File: src/rtl/ipnf_pkg.sv
// Shared types and constants for the isolated pixel noise filter.
// Used by the front end, the command queue, the back end and the top level.
package ipnf_pkg;

  localparam int DIM_W       = 11;  // width/height register width
  localparam int LIMIT_W     = 8;   // grey difference limit width
  localparam int PIX_W       = 24;  // packed pixel, red in the low byte
  localparam int POS_W       = 12;  // column field, covers up to 4096 columns
  localparam int BANK_W      = 4;   // row bank index, covers up to 16 banks
  localparam int ROOM_W      = 2;   // rows available above/below, up to 3
  localparam int QUEUE_DEPTH = 2;

  localparam logic OP_PIXEL = 1'b0;
  localparam logic OP_DRAIN = 1'b1;

  localparam logic [1:0] REG_WIDTH  = 2'd0;
  localparam logic [1:0] REG_HEIGHT = 2'd1;
  localparam logic [1:0] REG_LIMIT  = 2'd2;

  typedef logic [PIX_W-1:0] pixel_t;

  // One result to produce: centre position and how the window rows clamp.
  typedef struct packed {
    logic [POS_W-1:0]  col;
    logic [BANK_W-1:0] bank;
    logic [ROOM_W-1:0] up;
    logic [ROOM_W-1:0] down;
    logic              last;
  } cmd_t;

  // Pixel write into the row banks.
  typedef struct packed {
    logic              en;
    logic [BANK_W-1:0] bank;
    logic [POS_W-1:0]  col;
    pixel_t            px;
  } wr_t;

endpackage

File: src/rtl/ipnf_front.sv
// Front end: accepts pixels and drains, tracks input and output positions,
// writes pixels to the row banks and issues one command per result.
// Depends on ipnf_pkg.
module ipnf_front #(
  parameter int WINDOW_SPAN = 3,
  parameter int MAX_WIDTH   = 1024,
  parameter int MAX_HEIGHT  = 1024
) (
  input  logic                             clk,
  input  logic                             rst,
  input  logic                             in_valid,
  output logic                             in_stall,
  input  logic                             opcode,
  input  logic [7:0]                       red_in,
  input  logic [7:0]                       green_in,
  input  logic [7:0]                       blue_in,
  input  logic                             restart,
  input  logic [ipnf_pkg::DIM_W-1:0]       image_width,
  input  logic [ipnf_pkg::DIM_W-1:0]       image_height,
  output logic [$clog2(MAX_WIDTH+1)-1:0]   used_w,
  input  logic                             q_full,
  input  logic                             q_empty,
  output logic                             q_push,
  output ipnf_pkg::cmd_t                   q_cmd,
  output ipnf_pkg::wr_t                    wr
);
  import ipnf_pkg::*;

  localparam int HALF = (WINDOW_SPAN - 1) / 2;
  localparam int NB   = 3 * HALF + QUEUE_DEPTH + 1;
  localparam int WW   = $clog2(MAX_WIDTH + 1);
  localparam int HW   = $clog2(MAX_HEIGHT + 1);
  localparam int CW   = $clog2(MAX_WIDTH);
  localparam int RW   = $clog2(MAX_HEIGHT);
  localparam int PW   = $clog2(HALF * MAX_WIDTH + HALF + 2);

  logic [HW-1:0]     in_row, in_row_next;
  logic [CW-1:0]     in_col, in_col_next;
  logic [BANK_W-1:0] in_bank, in_bank_next;
  logic [RW-1:0]     out_row, out_row_next;
  logic [CW-1:0]     out_col, out_col_next;
  logic [BANK_W-1:0] out_bank, out_bank_next;
  logic [PW-1:0]     pend, pend_next;

  logic [HW-1:0] used_h;
  logic [HW-1:0] below;
  logic [PW-1:0] lag;
  logic          done, at_start, accept, do_write, do_emit;
  logic          in_wrap, out_wrap, out_last;

  function automatic logic [BANK_W-1:0] bank_inc(logic [BANK_W-1:0] b);
    return (b == BANK_W'(NB - 1)) ? '0 : b + BANK_W'(1);
  endfunction

  always_comb begin
    if (image_width == '0) begin
      used_w = WW'(1);
    end else if (32'(image_width) > 32'(MAX_WIDTH)) begin
      used_w = WW'(MAX_WIDTH);
    end else begin
      used_w = WW'(image_width);
    end
    if (image_height == '0) begin
      used_h = HW'(1);
    end else if (32'(image_height) > 32'(MAX_HEIGHT)) begin
      used_h = HW'(MAX_HEIGHT);
    end else begin
      used_h = HW'(image_height);
    end
    lag      = PW'(HALF) * PW'(used_w) + PW'(HALF);
    done     = in_row >= used_h;
    at_start = (in_row == '0) && (in_col == '0) && (pend == '0);
    // hold the first pixel of an image until earlier reads are all issued
    in_stall = q_full || (at_start && !q_empty);
    accept   = in_valid && !in_stall;
    do_write = accept && (opcode == OP_PIXEL) && !done;
    do_emit  = accept && ((opcode == OP_PIXEL) ? (!done && pend >= lag) : done);
    in_wrap  = (WW'(in_col) + WW'(1)) == used_w;
    out_wrap = (WW'(out_col) + WW'(1)) == used_w;
    out_last = out_wrap && (out_row == RW'(used_h - HW'(1)));
    below    = used_h - HW'(out_row) - HW'(1);
  end

  always_comb begin
    in_row_next   = in_row;
    in_col_next   = in_col;
    in_bank_next  = in_bank;
    out_row_next  = out_row;
    out_col_next  = out_col;
    out_bank_next = out_bank;
    pend_next     = pend;
    if (do_write) begin
      if (in_wrap) begin
        in_col_next  = '0;
        in_row_next  = in_row + HW'(1);
        in_bank_next = bank_inc(in_bank);
      end else begin
        in_col_next = in_col + CW'(1);
      end
      if (!do_emit) begin
        pend_next = pend + PW'(1);
      end
    end
    if (do_emit) begin
      if (out_last) begin
        in_row_next   = '0;
        in_col_next   = '0;
        out_row_next  = '0;
        out_col_next  = '0;
        pend_next     = '0;
        out_bank_next = in_bank_next;
      end else if (out_wrap) begin
        out_col_next  = '0;
        out_row_next  = out_row + RW'(1);
        out_bank_next = bank_inc(out_bank);
      end else begin
        out_col_next = out_col + CW'(1);
      end
    end
    if (restart) begin
      in_row_next   = '0;
      in_col_next   = '0;
      out_row_next  = '0;
      out_col_next  = '0;
      pend_next     = '0;
      out_bank_next = in_bank;
      in_bank_next  = in_bank;
    end
  end

  always_ff @(posedge clk) begin
    if (rst) begin
      in_row   <= '0;
      in_col   <= '0;
      in_bank  <= '0;
      out_row  <= '0;
      out_col  <= '0;
      out_bank <= '0;
      pend     <= '0;
    end else begin
      in_row   <= in_row_next;
      in_col   <= in_col_next;
      in_bank  <= in_bank_next;
      out_row  <= out_row_next;
      out_col  <= out_col_next;
      out_bank <= out_bank_next;
      pend     <= pend_next;
    end
  end

  always_comb begin
    q_push        = do_emit;
    q_cmd.col     = POS_W'(out_col);
    q_cmd.bank    = out_bank;
    q_cmd.up      = (32'(out_row) >= 32'(HALF)) ? ROOM_W'(HALF) : ROOM_W'(out_row);
    q_cmd.down    = (32'(below) >= 32'(HALF)) ? ROOM_W'(HALF) : ROOM_W'(below);
    q_cmd.last    = out_last;
    wr.en         = do_write;
    wr.bank       = in_bank;
    wr.col        = POS_W'(in_col);
    wr.px         = {blue_in, green_in, red_in};
  end

endmodule

File: config.mk
export PLATFORM = sky130hd
export DESIGN_NAME = ipnf_front
export DESIGN_NICKNAME = d
export VERILOG_FILES = /design/src/rtl/ipnf_pkg.sv /design/src/rtl/ipnf_front.sv
export SDC_FILE = /design/constraint.sdc
export NUM_CORES = 1
export LEC_CHECK = 0
export BUFFER_PORTS_ARGS = -buffer_cell sky130_fd_sc_hd__buf_2
export CAP_MARGIN = 40
export CORE_ASPECT_RATIO = 0.6
export CORE_MARGIN = 1.5
export CORE_UTILIZATION = 51
export DETAILED_ROUTE_END_ITERATION = 6
export GPL_TIMING_DRIVEN = 0
export PLACE_DENSITY = 0.78
export SYNTH_ARGS = -nofsm -noshare
export SYNTH_HDL_FRONTEND = slang
export SYNTH_SLANG_ARGS = --single-unit
File: constraint.sdc
create_clock -name clk -period 4.3 [get_ports clk]
set_input_delay 0.43 -clock clk [delete_from_list [all_inputs] [get_ports clk]]
set_output_delay 0.43 -clock clk [all_outputs]
set_load 0.02 [all_outputs]
==> results.toml <==
[status]
status = "finished, final reports clean"

[die]
std_cell_rows = 30
start_util_pct = 52.7
floorplan.io_pins = 128
placeable_core_region_mm2 = 0.0113
die_height_um = 86.8
die_width_um = 143
die_area_mm2 = 0.0124

[timing]
timing.final.ws_setup_ns = 0.138
total_count_of_hold_check_failures_in_the_final_report = 0
setup-violations-final = 0
max_slew_margin_pct = 53.6
skew_ns = 0.00681
setup_tns_ns = 0
slew_viol_final = 0
layout_min_cycle_time_ns = 4.16
post-route-period-util_pct = 96.8
fmax_ghz = 0.240
hold_ws_ns = 0.326
tightestPinTransition_ns = 0.691

[synth]
dominantRegCellSynth = "dfxtp_1"
synth.top_cell.area_share_pct = 20.1
post_synth_num_cell_types = 88
yosysTopAreaCell = "dfxtp_1"
syn_area_per_cell_um2 = 7.48
postSynthCellCount = 798
post_synth_instance_area_mm2 = 0.00597
synth_enable_flop_cells = 0
ys_top_cells_by_area = "dfxtp_1 (20%), ha_1 (9.2%), xnor2_1 (6.5%), nor2_1 (5.5%), a21oi_1 (4.7%)"
ys_seq_area_share_pct = 20.1
synth-warning-count = 0
synth.ff_latch_count = 60
asyncSetResetFlopFracSynth_pct = 0

[placed_design]
count_of_input_and_output_buffers = 91
place.gp.congestion = 0.917
placedCellCount = 1053
place_worst_setup_slack_ns = -0.560
detailed_place_hpwl_um = 13200

[detailed_routing]
detail_route.first_pass.iterations = 6
dr.first_iter.drc_count = 608
detail_route.drc_violations = 0
avgViaCountPerCell = 5.75
drt-total-wl_um = 17000
dr_total_vias = 6192
postRouteAntennaNets = 0
detail_route.wl_per_cell_um = 15.7

[power_and_ir_drop]
power_frac_comb_pct = 18.0
power.internal_mw = 1.18
power.static_leakage_nw = 2.94
max-vdd-ir-drop_uv = 267
share_seq_of_total_power_pct = 34.4
power.density_cell_area_mw_per_mm2 = 230
clockPowerShare_pct = 47.7
power.switching_fraction_pct = 27.4
net-switching-power_uw = 447

[global_route]
first_global_vias = 5215
grt-ovfl-total = 0
grt_first_pass_wirelength_um = 26700
grt_antenna_before_repair = 0
grt_use_total_pct = 27.5
grt_max_degree = 14

[layout]
antenna_cells_inserted = 0
finalNonFillerCells = 1077
net_count_of_the_finished_layout = 1010
final_util_pct = 62.5
drive_above_1_share_pct = 23.7
final-seq-area_mm2 = 0.00120
synthToLayoutAreaGrowth_pct = 18.8
multi_input_gate_area_in_the_final_layout_mm2 = 0.00418
layout.cells.most_common = "buf_2"
layout_common_cells = "buf_2 (102), nor2_1 (85), nand2_1 (73), dfxtp_1 (60), a21oi_1 (56)"
fillerInstances = 1035

[clock_tree]
clk_pin_slew_worst_paths_ns = 0.06
clk_root_buffer_cell = "clkbuf_16"
clock_latency_ns = 0.34
postCtsHoldBufs = 0
tritoncts = "yes"
h-tree-depth = 3
clock_tree_sinks = 60
numCtsBuffers = 9
ctsLongestPathBuffers = 2

[setup_path]
endpoint_kind = "output pin"
timing.reg2reg.setup_slack_ns = 0.73
timing_worst_setup_path_type = "input port to output pin"
critical_path.reg2reg.startpoint = "in_col[0]$_SDFF_PP0_"
worstPathArrival_ns = 3.73
timing.rr.end = "in_bank[0]$_SDFFE_PP0N_"
timing.critical_path.required_ns = 3.87
critical_path.startpoint_type = "input port"
critPathMaxFanout = 9
timing.reg2reg.worst_path_depth = 13

[run]
maxCapViolations = 0

[hold_path]
worstHoldStart = "rst"
whs_endpoint = "in_bank[2]$_SDFFE_PP0N_"
timing.hold.worst.class = "input port to register"
worst_hold_path.num_cells = 2
## per-stage QoR
| stage | area (um^2) | total power [mW] |
|---|---|---|
| CTS | 7000 | 1.63 |
| finish | 7090 | 1.63 |
| global placement | 6640 | 0.850 |
| floorplan | 5990 | 0.776 |
| detailed placement | 6640 | 0.853 |
| global route | 7090 | 1.68 |
## worst max-delay path: stages
cell and delay [ns]:
clkbuf_1 0.22, nor2_1 0.19, and4_4 0.26, o21a_4 0.18, ha_2 0.21, nand3_2 0.11
nor2_2 0.15, nand3_1 0.12, xor2_1 0.16, ha_1 0.31, a21o_1 0.16, a21o_1 0.16
a21oi_1 0.13, o21ai_1 0.12, nor3b_2 0.19, o21ai_2 0.29, inv_2 0.13, buf_4 0.18
## power groups by stage
stage / combinational [mW] / clock, mW / sequential, mW
2_1_floorplan: 0.203 / 0 / 0.573
3_3_place_gp: 0.278 / 0 / 0.572
3_5_place_dp: 0.281 / 0 / 0.572
4_1_cts: 0.285 / 0.785 / 0.560
5_1_grt: 0.319 / 0.804 / 0.560
6_report: 0.293 / 0.777 / 0.560
## kinds of logic (layout without fill, tap and decap cells)
| logic type | Yosys count | after routing | synth area share (%) |
|---|---|---|---|
| buf+inv | 121 | 236 | 11.0 |
| compound gates | 165 | 165 | 18.3 |
| simple gates | 335 | 335 | 29.9 |
| mux | 6 | 6 | 1.03 |
| fa+ha+maj | 45 | 45 | 9.56 |
| flops | 60 | 60 | 20.1 |
| xor+xnor | 65 | 65 | 10.1 |
| other cells | 1 | 5 | 0.0628 |
## worst max-delay path by stage
stage                     from                       to  slack (ns)  depth (start not counted)
2_1_floorplan   image_width[9]  out_row[6]$_SDFFE_PP0P_        0.01                         19
6_report        image_width[2]                   q_push        0.14                         18
3_5_place_dp    image_width[5]      pend[10]$_SDFF_PP0_       -0.56                         22
3_3_place_gp    image_width[5]  out_row[3]$_SDFFE_PP0P_       -0.59                         22
4_1_cts        image_height[2]                 q_cmd[1]       0.007                         16
5_1_grt        image_height[9]                 q_cmd[1]       -0.02                         17
## cell type report
| cell class | count | share of cell area (%) |
|---|---|---|
| Buffer | 69 | 6.58 |
| Timing Repair Buffer | 101 | 7.52 |
| Multi-Input combinational cell | 621 | 59.0 |
| Clock inverter | 6 | 1.25 |
| Sequential cell | 60 | 16.9 |
| Tap cell | 160 | 2.82 |
| Inverter | 50 | 2.65 |
| Clock buffer | 10 | 3.23 |
## cell usage after synthesis, types with 3 or more instances
master and instances:
nor2_1 88, nand2_1 73, dfxtp_1 60, a21oi_1 56
inv_1 50, ha_1 44, xnor2_1 44, o21ai_0 36
buf_4 35, nand3_1 30, nor3_1 23, nand4_1 20
xor2_1 19, clkbuf_1 17, nor4_1 13, buf_2 12
nor2b_1 12, and3_1 9, nand2b_1 8, a211oi_1 7
nand3b_1 7, a31oi_1 6, o31ai_1 6, or3_1 6
a21o_1 5, buf_6 5, mux2i_1 5, a211o_1 4
nand4b_1 4, o21a_1 4, or4_1 4, a32oi_1 3
and2_1 3, and3_2 3, and4_1 3, nor4_2 3
o211ai_1 3, o22ai_1 3, o31a_1 3
## registers in the layout (all words and copies together), names as in the netlist
signal,flops
out_row,10
in_row,11
pend,11
in_bank,4
in_col,10
out_col,10
out_bank,4
## repair_timing
action | CTS | global route
endpoints found under the hold margin | 0 | 0
pin swaps | 2 | 6
endpoints found under the setup margin | 53 | 51
buffers inserted | 3 | 7
gates resized for setup | 5 | 16
## per-layer routing
metal | track usage (%) | routed length, um
met1 | 43.1 | 8480
met2 | 36.8 | 6570
met3 | 7.07 | 1730
met4 | 4.97 | 166
met5 | 0 | 0
(Power assumes the default switching activity.)
