--- src/rtl/ipnf_pkg.sv ---
// Shared types and constants for the isolated pixel noise filter.
// Used by the front end, the command queue, the back end and the top level.
package ipnf_pkg;

  localparam int DIM_W       = 11;  // width/height register width
  localparam int LIMIT_W     = 8;   // grey difference limit width
  localparam int PIX_W       = 24;  // packed pixel, red in the low byte
  localparam int POS_W       = 12;  // column field, covers up to 4096 columns
  localparam int BANK_W      = 4;   // row bank index, covers up to 16 banks
  localparam int ROOM_W      = 2;   // rows available above/below, up to 3
  localparam int QUEUE_DEPTH = 2;

  localparam logic OP_PIXEL = 1'b0;
  localparam logic OP_DRAIN = 1'b1;

  localparam logic [1:0] REG_WIDTH  = 2'd0;
  localparam logic [1:0] REG_HEIGHT = 2'd1;
  localparam logic [1:0] REG_LIMIT  = 2'd2;

  typedef logic [PIX_W-1:0] pixel_t;

  // One result to produce: centre position and how the window rows clamp.
  typedef struct packed {
    logic [POS_W-1:0]  col;
    logic [BANK_W-1:0] bank;
    logic [ROOM_W-1:0] up;
    logic [ROOM_W-1:0] down;
    logic              last;
  } cmd_t;

  // Pixel write into the row banks.
  typedef struct packed {
    logic              en;
    logic [BANK_W-1:0] bank;
    logic [POS_W-1:0]  col;
    pixel_t            px;
  } wr_t;

endpackage

--- src/rtl/ipnf_queue.sv ---
// Short command queue between the front end and the back end.
// Depends on ipnf_pkg.
module ipnf_queue (
  input  logic           clk,
  input  logic           rst,
  input  logic           push,
  input  ipnf_pkg::cmd_t din,
  input  logic           pop,
  output ipnf_pkg::cmd_t dout,
  output logic           full,
  output logic           empty
);
  import ipnf_pkg::*;

  localparam int AW = $clog2(QUEUE_DEPTH);

  cmd_t                  slots [QUEUE_DEPTH];
  logic [AW-1:0]         wptr, rptr;
  logic [$clog2(QUEUE_DEPTH+1)-1:0] count;

  assign full  = count == ($bits(count))'(QUEUE_DEPTH);
  assign empty = count == '0;
  assign dout  = slots[rptr];

  always_ff @(posedge clk) begin
    if (push) begin
      slots[wptr] <= din;
    end
  end

  always_ff @(posedge clk) begin
    if (rst) begin
      wptr  <= '0;
      rptr  <= '0;
      count <= '0;
    end else begin
      if (push) begin
        wptr <= (wptr == AW'(QUEUE_DEPTH - 1)) ? '0 : wptr + AW'(1);
      end
      if (pop) begin
        rptr <= (rptr == AW'(QUEUE_DEPTH - 1)) ? '0 : rptr + AW'(1);
      end
      if (push && !pop) begin
        count <= count + 1'b1;
      end else if (pop && !push) begin
        count <= count - 1'b1;
      end
    end
  end

endmodule

--- config.mk ---
export PLATFORM = sky130hd
export DESIGN_NAME = ipnf_queue
export DESIGN_NICKNAME = d
export VERILOG_FILES = /design/src/rtl/ipnf_pkg.sv /design/src/rtl/ipnf_queue.sv
export SDC_FILE = /design/constraint.sdc
export NUM_CORES = 1
export LEC_CHECK = 0
export ABC_AREA = 0
export BUFFER_PORTS_ARGS = -buffer_cell sky130_fd_sc_hd__buf_4
export CAP_MARGIN = 15
export CORE_ASPECT_RATIO = 0.9
export CORE_MARGIN = 8
export CORE_UTILIZATION = 30
export DETAILED_ROUTE_END_ITERATION = 16
export GPL_ROUTABILITY_DRIVEN = 0
export GPL_TIMING_DRIVEN = 0
export PLACE_DENSITY = 0.51
export SLEW_MARGIN = 10
export SYNTH_ARGS = -nofsm -noshare
export SYNTH_HDL_FRONTEND = slang
export SYNTH_SLANG_ARGS = --single-unit
--- constraint.sdc ---
create_clock -name clk -period 2.4 [get_ports clk]
set_clock_uncertainty 0.2 [all_clocks]
set_input_delay 0 -clock clk [delete_from_list [all_inputs] [get_ports clk]]
set_output_delay 0 -clock clk [all_outputs]
set_load 0.02 [all_outputs]
==> results of run 1 <==
-- metal layers --
metal | global-route usage (%) | vias up | part of all wire [%]
met1 | 10.0 | 477 | 40
li1 | - | 483 | -
met4 | 4.18 | 0 | 2.0
met5 | 0 | - | 0
met2 | 14.1 | 26 | 51
met3 | 3.00 | 5 | 6.9
-- layout make-up --
class | count | area, sq um
fill | 505 | 3090
sequential | 47 | 1360
timing repair buffer | 72 | 608
multi-input combinational | 37 | 343
tap | 70 | 87.6
clock buffer | 5 | 68.8
clock inverter | 3 | 18.8
buffer | 2 | 10.0
inverter | 1 | 3.75
-- state kept, by name, indices dropped and copies added (netlist names), named ones only --
name	flops
count	2
rptr	1
slots	42
wptr	1
-- what timing repair did --
| item | in CTS | in global routing |
|---|---|---|
| gates resized for setup | 0 | 0 |
| endpoints found under the hold margin | 47 | 0 |
| hold buffers | 24 | 0 |
-- worst paths after layout --
| check | endpoint | cells after the start | start | slack [ns] |
|---|---|---|---|---|
| max | slots[1][9]$_DFFE_PP_ | 1 | wptr$_SDFFE_PP0P_ | 0.60 |
| min | slots[0][6]$_DFFE_PP_ | 2 | din[6] | 0.23 |
| max reg2reg | slots[1][9]$_DFFE_PP_ | 1 | wptr$_SDFFE_PP0P_ | 0.60 |
| min reg2reg | count[1]$_SDFFE_PP0P_ | 2 | count[1]$_SDFFE_PP0P_ | 0.35 |
-- power groups by stage --
stage	sequential (uW)	combinational, uW	clock [uW]
after floorplan	981	158	0
after global placement	984	282	0
after detailed placement	988	291	0
after CTS	969	325	485
after global routing	974	342	521
final	968	317	465
-- stage by stage --
stage	cells	setup WS (ns)	util, %
after floorplan	87	0.515	-
final	237	0.601	44.7
after detailed placement	205	0.541	38.8
after global routing	237	0.488	44.7
after CTS	237	0.534	44.7
after global placement	204	-0.0952	38.5
-- kinds of logic (layout without fill, tap and decap cells) --
kind of cell | count (synthesis) | in the layout | share of synthesized area (%)
AOI/OAI and AO/OA | 2 | 2 | 0.583
and+or+nand+nor | 9 | 9 | 2.70
adders and majority gates | 1 | 1 | 0.729
buffers and inverters | 3 | 83 | 0.802
xor gates and xnor gates | 4 | 4 | 2.04
muxes | 21 | 21 | 13.8
DFF | 47 | 47 | 79.4
-- placed cells by master, fill, tap and decap left out, drive strengths merged, types with 2 or more instances in the layout --
master,n
xor2,2
buf,50
clkbuf,5
edfxtp,42
nor2,5
xnor2,2
dfxtp,5
inv,2
dlygate4sd3,24
clkinv,2
mux2,21
==> results.sh, run 1 <==
export IMPL_synth_warnings=0
export IMPL_critPathTopFamily="simple AND/OR/NAND/NOR gates"
export IMPL_cp_arrival_ns=1.51
export IMPL_p_leak_uw=0.000959
export IMPL_dpl_hpwl_mm=2.44
export IMPL_cp_buffers_inverters=0
export IMPL_num_nets_final=192
export IMPL_cts_root_buf="clkbuf_8"
export IMPL_die_w_um=95.7
export IMPL_pwr_density_cell_nw_per_um2=700
export IMPL_slew_headroom_pct=30.8
export IMPL_post_cts_setup_buffer_count=0
export IMPL_initial_core_util_pct=30.7
export IMPL_core_sq_um=5600
export IMPL_drc=0
export IMPL_syn_nets=113
export IMPL_post_route_period_util_pct=75.0
export IMPL_globalRouteOverflowTotal=0
export IMPL_drive_gt1_share_pct=48.5
export IMPL_track_usage_pct=8.70
export IMPL_power_switching_share_pct=24.6
export IMPL_path_clk_slew_ns=0.09
export IMPL_finalHoldViolCount=0
export IMPL_grt_antenna_before_repair=0
export IMPL_slowest_delay_ns=0.84
export IMPL_vdd_drop_max_mv=0.269
export IMPL_cts_sinks=47
export IMPL_synth_area_per_cell_sq_um=19.7
export IMPL_crit_type="flip-flop to flip-flop"
export IMPL_netlist_area_sq_um=1720
export IMPL_async_flop_share_pct=0
export IMPL_ys_ff_latch=47
export IMPL_routed_wl_mm=3.49
export IMPL_path_max_fanout=21
export IMPL_cpMaxStageDelayCell="and2_1"
export IMPL_finalSetupViolations=0
export IMPL_synthTopCellsByArea="edfxtp_1, mux2_2, dfxtp_1"
export IMPL_area_growth_pct=45.8
export IMPL_grt_start_max_net_pins=22
export IMPL_crit_path_end_kind="flip-flop"
export IMPL_drtIter0Drc=25
export IMPL_intPower_uw=1320
export IMPL_synthTopCellsByCount="edfxtp_1, mux2_2, dfxtp_1, nor2_1"
export IMPL_fp_dieArea_sq_um=8400
export IMPL_dpl_cell_area_sq_um=2170
export IMPL_synthCells=87
export IMPL_p_clk_share_pct=26.6
export IMPL_drv_slew=0
export IMPL_hold_class="primary input to flip-flop"
export IMPL_grt_pass1_vias=1135
export IMPL_seq_area_frac_synth_pct=79.4
export IMPL_ant_nets=0
export IMPL_crit_chain="and2_1"
export IMPL_io_pins=48
export IMPL_synth_most_common_cell="edfxtp_1"
export IMPL_clk_path_buf_depth=2
export IMPL_cts_tree="done"
export IMPL_grt_setup_unrepaired="false"
export IMPL_grt_pass1_wl_mm=5.44
export IMPL_tightest_slew_ns=1.04
export IMPL_via_count=991
export IMPL_synth_edff_count=42
export IMPL_p_sw_uw=431
export IMPL_yosys_area_top_type_share_pct=73.5
export IMPL_fp_row_count=26
export IMPL_first_pass_iters=4
export IMPL_clk_latency_ns=0.29
export IMPL_crit_path_start_kind="flip-flop"
export IMPL_ys_types=15
export IMPL_seq_power_share_pct=55.3
export IMPL_tns_ns=0
export IMPL_synth_largest_area_cell="edfxtp_1"
export IMPL_crit_required_ns=2.12
export IMPL_fin_area_sq_um=2500
export IMPL_htreeDepth=2
export IMPL_routedWlPerCell_um=14.7
export IMPL_min_period_ns=1.80
export IMPL_die_h_um=87.7
export IMPL_ys_flop_type="edfxtp_1"
export IMPL_holdWs_ns=0.226
export IMPL_cts_buffers=5
export IMPL_fmax_ghz=0.556
export IMPL_total_power_uw=1750
export IMPL_status="completed"
export IMPL_n_antenna_cell=0
export IMPL_power_frac_comb_pct=18.1
export IMPL_cap_violations=0
export IMPL_via_per_inst=4.18
export IMPL_port_buffers=47
Power figures use the tool's default switching activity.
==> inputs of run 2 (changes only) <==
clock period = 1.9 ns   (was 2.4 ns; I/O delays follow)
==> run 2 against run 1 <==
Against the previous run: total power is 26% higher; combinational power rose by 26%; register-to-register slack got worse by 0.19 ns; final cell count stayed put; non-clock buffer count is the same; first-iteration DRC count unchanged; flip-flop and latch count is the same; setup slack lost 0.37 ns; critical path depth grew 2; hold slack is the same; design area barely moved; largest power group unchanged; highest routed layer unchanged.
==> results.sh, run 2 (same netlist as run 1, synthesis figures left out) <==
export IMPL_vdd_drop_max_mv=0.340
export IMPL_finalSetupViolations=0
export IMPL_seq_power_share_pct=55.3
export IMPL_min_period_ns=1.67
export IMPL_total_power_uw=2210
export IMPL_first_pass_iters=4
export IMPL_port_buffers=47
export IMPL_grt_met2_usage_pct=14.1
export IMPL_post_cts_setup_buffer_count=0
export IMPL_post_place_ws_ns=0.0412
export IMPL_setup_ws_ns=0.228
export IMPL_final_cells=237
export IMPL_largest_reg_flops=42
export IMPL_seqCellArea_sq_um=1360
export IMPL_cts_buffers=5
export IMPL_io_pins=48
export IMPL_holdPathEnd="slots[0][6]$_DFFE_PP_"
export IMPL_r2r_start="wptr$_SDFFE_PP0P_"
export IMPL_crit_path_start_kind="flip-flop"
export IMPL_grt_antenna_before_repair=0
export IMPL_num_nets_final=192
export IMPL_finalHoldViolCount=0
export IMPL_multi_input_comb_area_sq_um=344
export IMPL_grt_start_max_net_pins=22
export IMPL_crit_path_end_kind="output pin"
export IMPL_reg2reg_depth=2
export IMPL_clk_latency_ns=0.29
export IMPL_pwr_density_cell_nw_per_um2=883
export IMPL_die_h_um=87.7
export IMPL_track_usage_pct=8.70
export IMPL_p_leak_uw=0.000960
export IMPL_cap_violations=0
export IMPL_tns_ns=0
export IMPL_cts_sinks=47
export IMPL_p_clk_share_pct=26.6
export IMPL_cts_tree="done"
export IMPL_drc=0
export IMPL_crit_type="flip-flop to output pin"
export IMPL_area_growth_pct=45.9
export IMPL_drtIter0Drc=25
export IMPL_fill_cells=504
export IMPL_tightest_slew_ns=0.549
export IMPL_timing_rr_end="slots[0][9]$_DFFE_PP_"
export IMPL_post_route_period_util_pct=88.0
export IMPL_place_inst=205
export IMPL_routedWlPerCell_um=14.7
export IMPL_fp_dieArea_sq_um=8400
export IMPL_holdCritStartpoint="din[6]"
export IMPL_power_frac_comb_pct=18.2
export IMPL_drv_slew=0
export IMPL_clk_path_buf_depth=2
export IMPL_status="completed"
export IMPL_cts_root_buf="clkbuf_8"
export IMPL_ant_nets=0
export IMPL_via_per_inst=4.18
export IMPL_power_switching_share_pct=24.6
export IMPL_final_common_cell="buf_4"
export IMPL_intPower_uw=1670
export IMPL_final_cell_mix="buf_4, edfxtp_1, dlygate4sd3_1"
export IMPL_routed_wl_mm=3.49
export IMPL_dpl_hpwl_mm=2.44
export IMPL_fin_area_sq_um=2500
export IMPL_largestRegisters="slots x42, count x2"
export IMPL_cp_arrival_ns=1.47
export IMPL_regMostFlops="slots"
export IMPL_grt_setup_unrepaired="false"
export IMPL_slew_headroom_pct=63.4
export IMPL_dpl_cell_area_sq_um=2170
export IMPL_core_sq_um=5600
export IMPL_n_antenna_cell=0
export IMPL_die_w_um=95.7
export IMPL_globalRouteOverflowTotal=0
export IMPL_initial_core_util_pct=30.7
export IMPL_fmax_ghz=0.598
export IMPL_crit_required_ns=1.70
export IMPL_met1_usage_pct=10.0
export IMPL_hold_depth=2
export IMPL_hold_class="primary input to flip-flop"
export IMPL_grt_pass1_wl_mm=5.44
export IMPL_reg2reg_slack_ns=0.41
export IMPL_via_count=991
export IMPL_grt_use_met3_pct=3.00
export IMPL_fp_row_count=26
export IMPL_p_sw_uw=544
export IMPL_top_usage_layer="met2"
export IMPL_grt_pass1_vias=1135
export IMPL_htreeDepth=2
export IMPL_drive_gt1_share_pct=49.1
export IMPL_path_clk_slew_ns=0.09
export IMPL_path_max_fanout=10
run 2: changes by cell type in the layout (fill, tap and decap cells not counted):
cell,previous run,this run
and2_1,1,0
and2_2,0,1
run 2: how the worst max path moves through the flow:
stage / endpoint
2_1_floorplan: slots[0][0]$_DFFE_PP_
3_3_place_gp: slots[0][6]$_DFFE_PP_
3_5_place_dp: slots[1][2]$_DFFE_PP_
4_1_cts: slots[1][9]$_DFFE_PP_
5_1_grt: dout[10]
6_report: dout[10]
run 2: power by group through the flow:
stage	clock, uW	sequential [uW]	combinational (uW)
2_1_floorplan	0	1240	199
3_3_place_gp	0	1240	356
3_5_place_dp	0	1250	368
4_1_cts	612	1220	410
5_1_grt	658	1230	432
6_report	587	1220	401
run 2: cell type report:
class	count	area share, %
plain buffers	2	0.400
flip-flops and latches	47	54.4
clock buffers	5	2.75
clock inverters	3	0.750
multi-input cells	37	13.7
inverters	1	0.150
well taps	70	3.50
repair buffers	72	24.3
run 2: what timing repair did:
action                     4_1_cts  5_1_grt
setup endpoints to repair        0       11
hold buffers                    24        0
resized for setup                0        1
hold endpoints to repair        47        0
run 2: metal layers:
layer,wire length (um),vias up,part of all wire [%]
met1,1400,477,40
met2,1780,26,51
met5,0,-,0
li1,-,483,-
met3,240,5,6.9
met4,68,0,2.0
run 2: critical path, stage by stage, from the launching register on:
cell and delay (ns):
dfxtp_1 0.36, buf_2 0.27, mux2_2 0.39, buf_4 0.16
run 2: stage by stage:
step                utilization, %  hold slack, ns
finish                        44.7           0.226
global route                  44.7           0.219
CTS                           44.7           0.221
detailed placement            38.8         -0.0122
global placement              38.5         -0.0144
floorplan                        -          -0.131
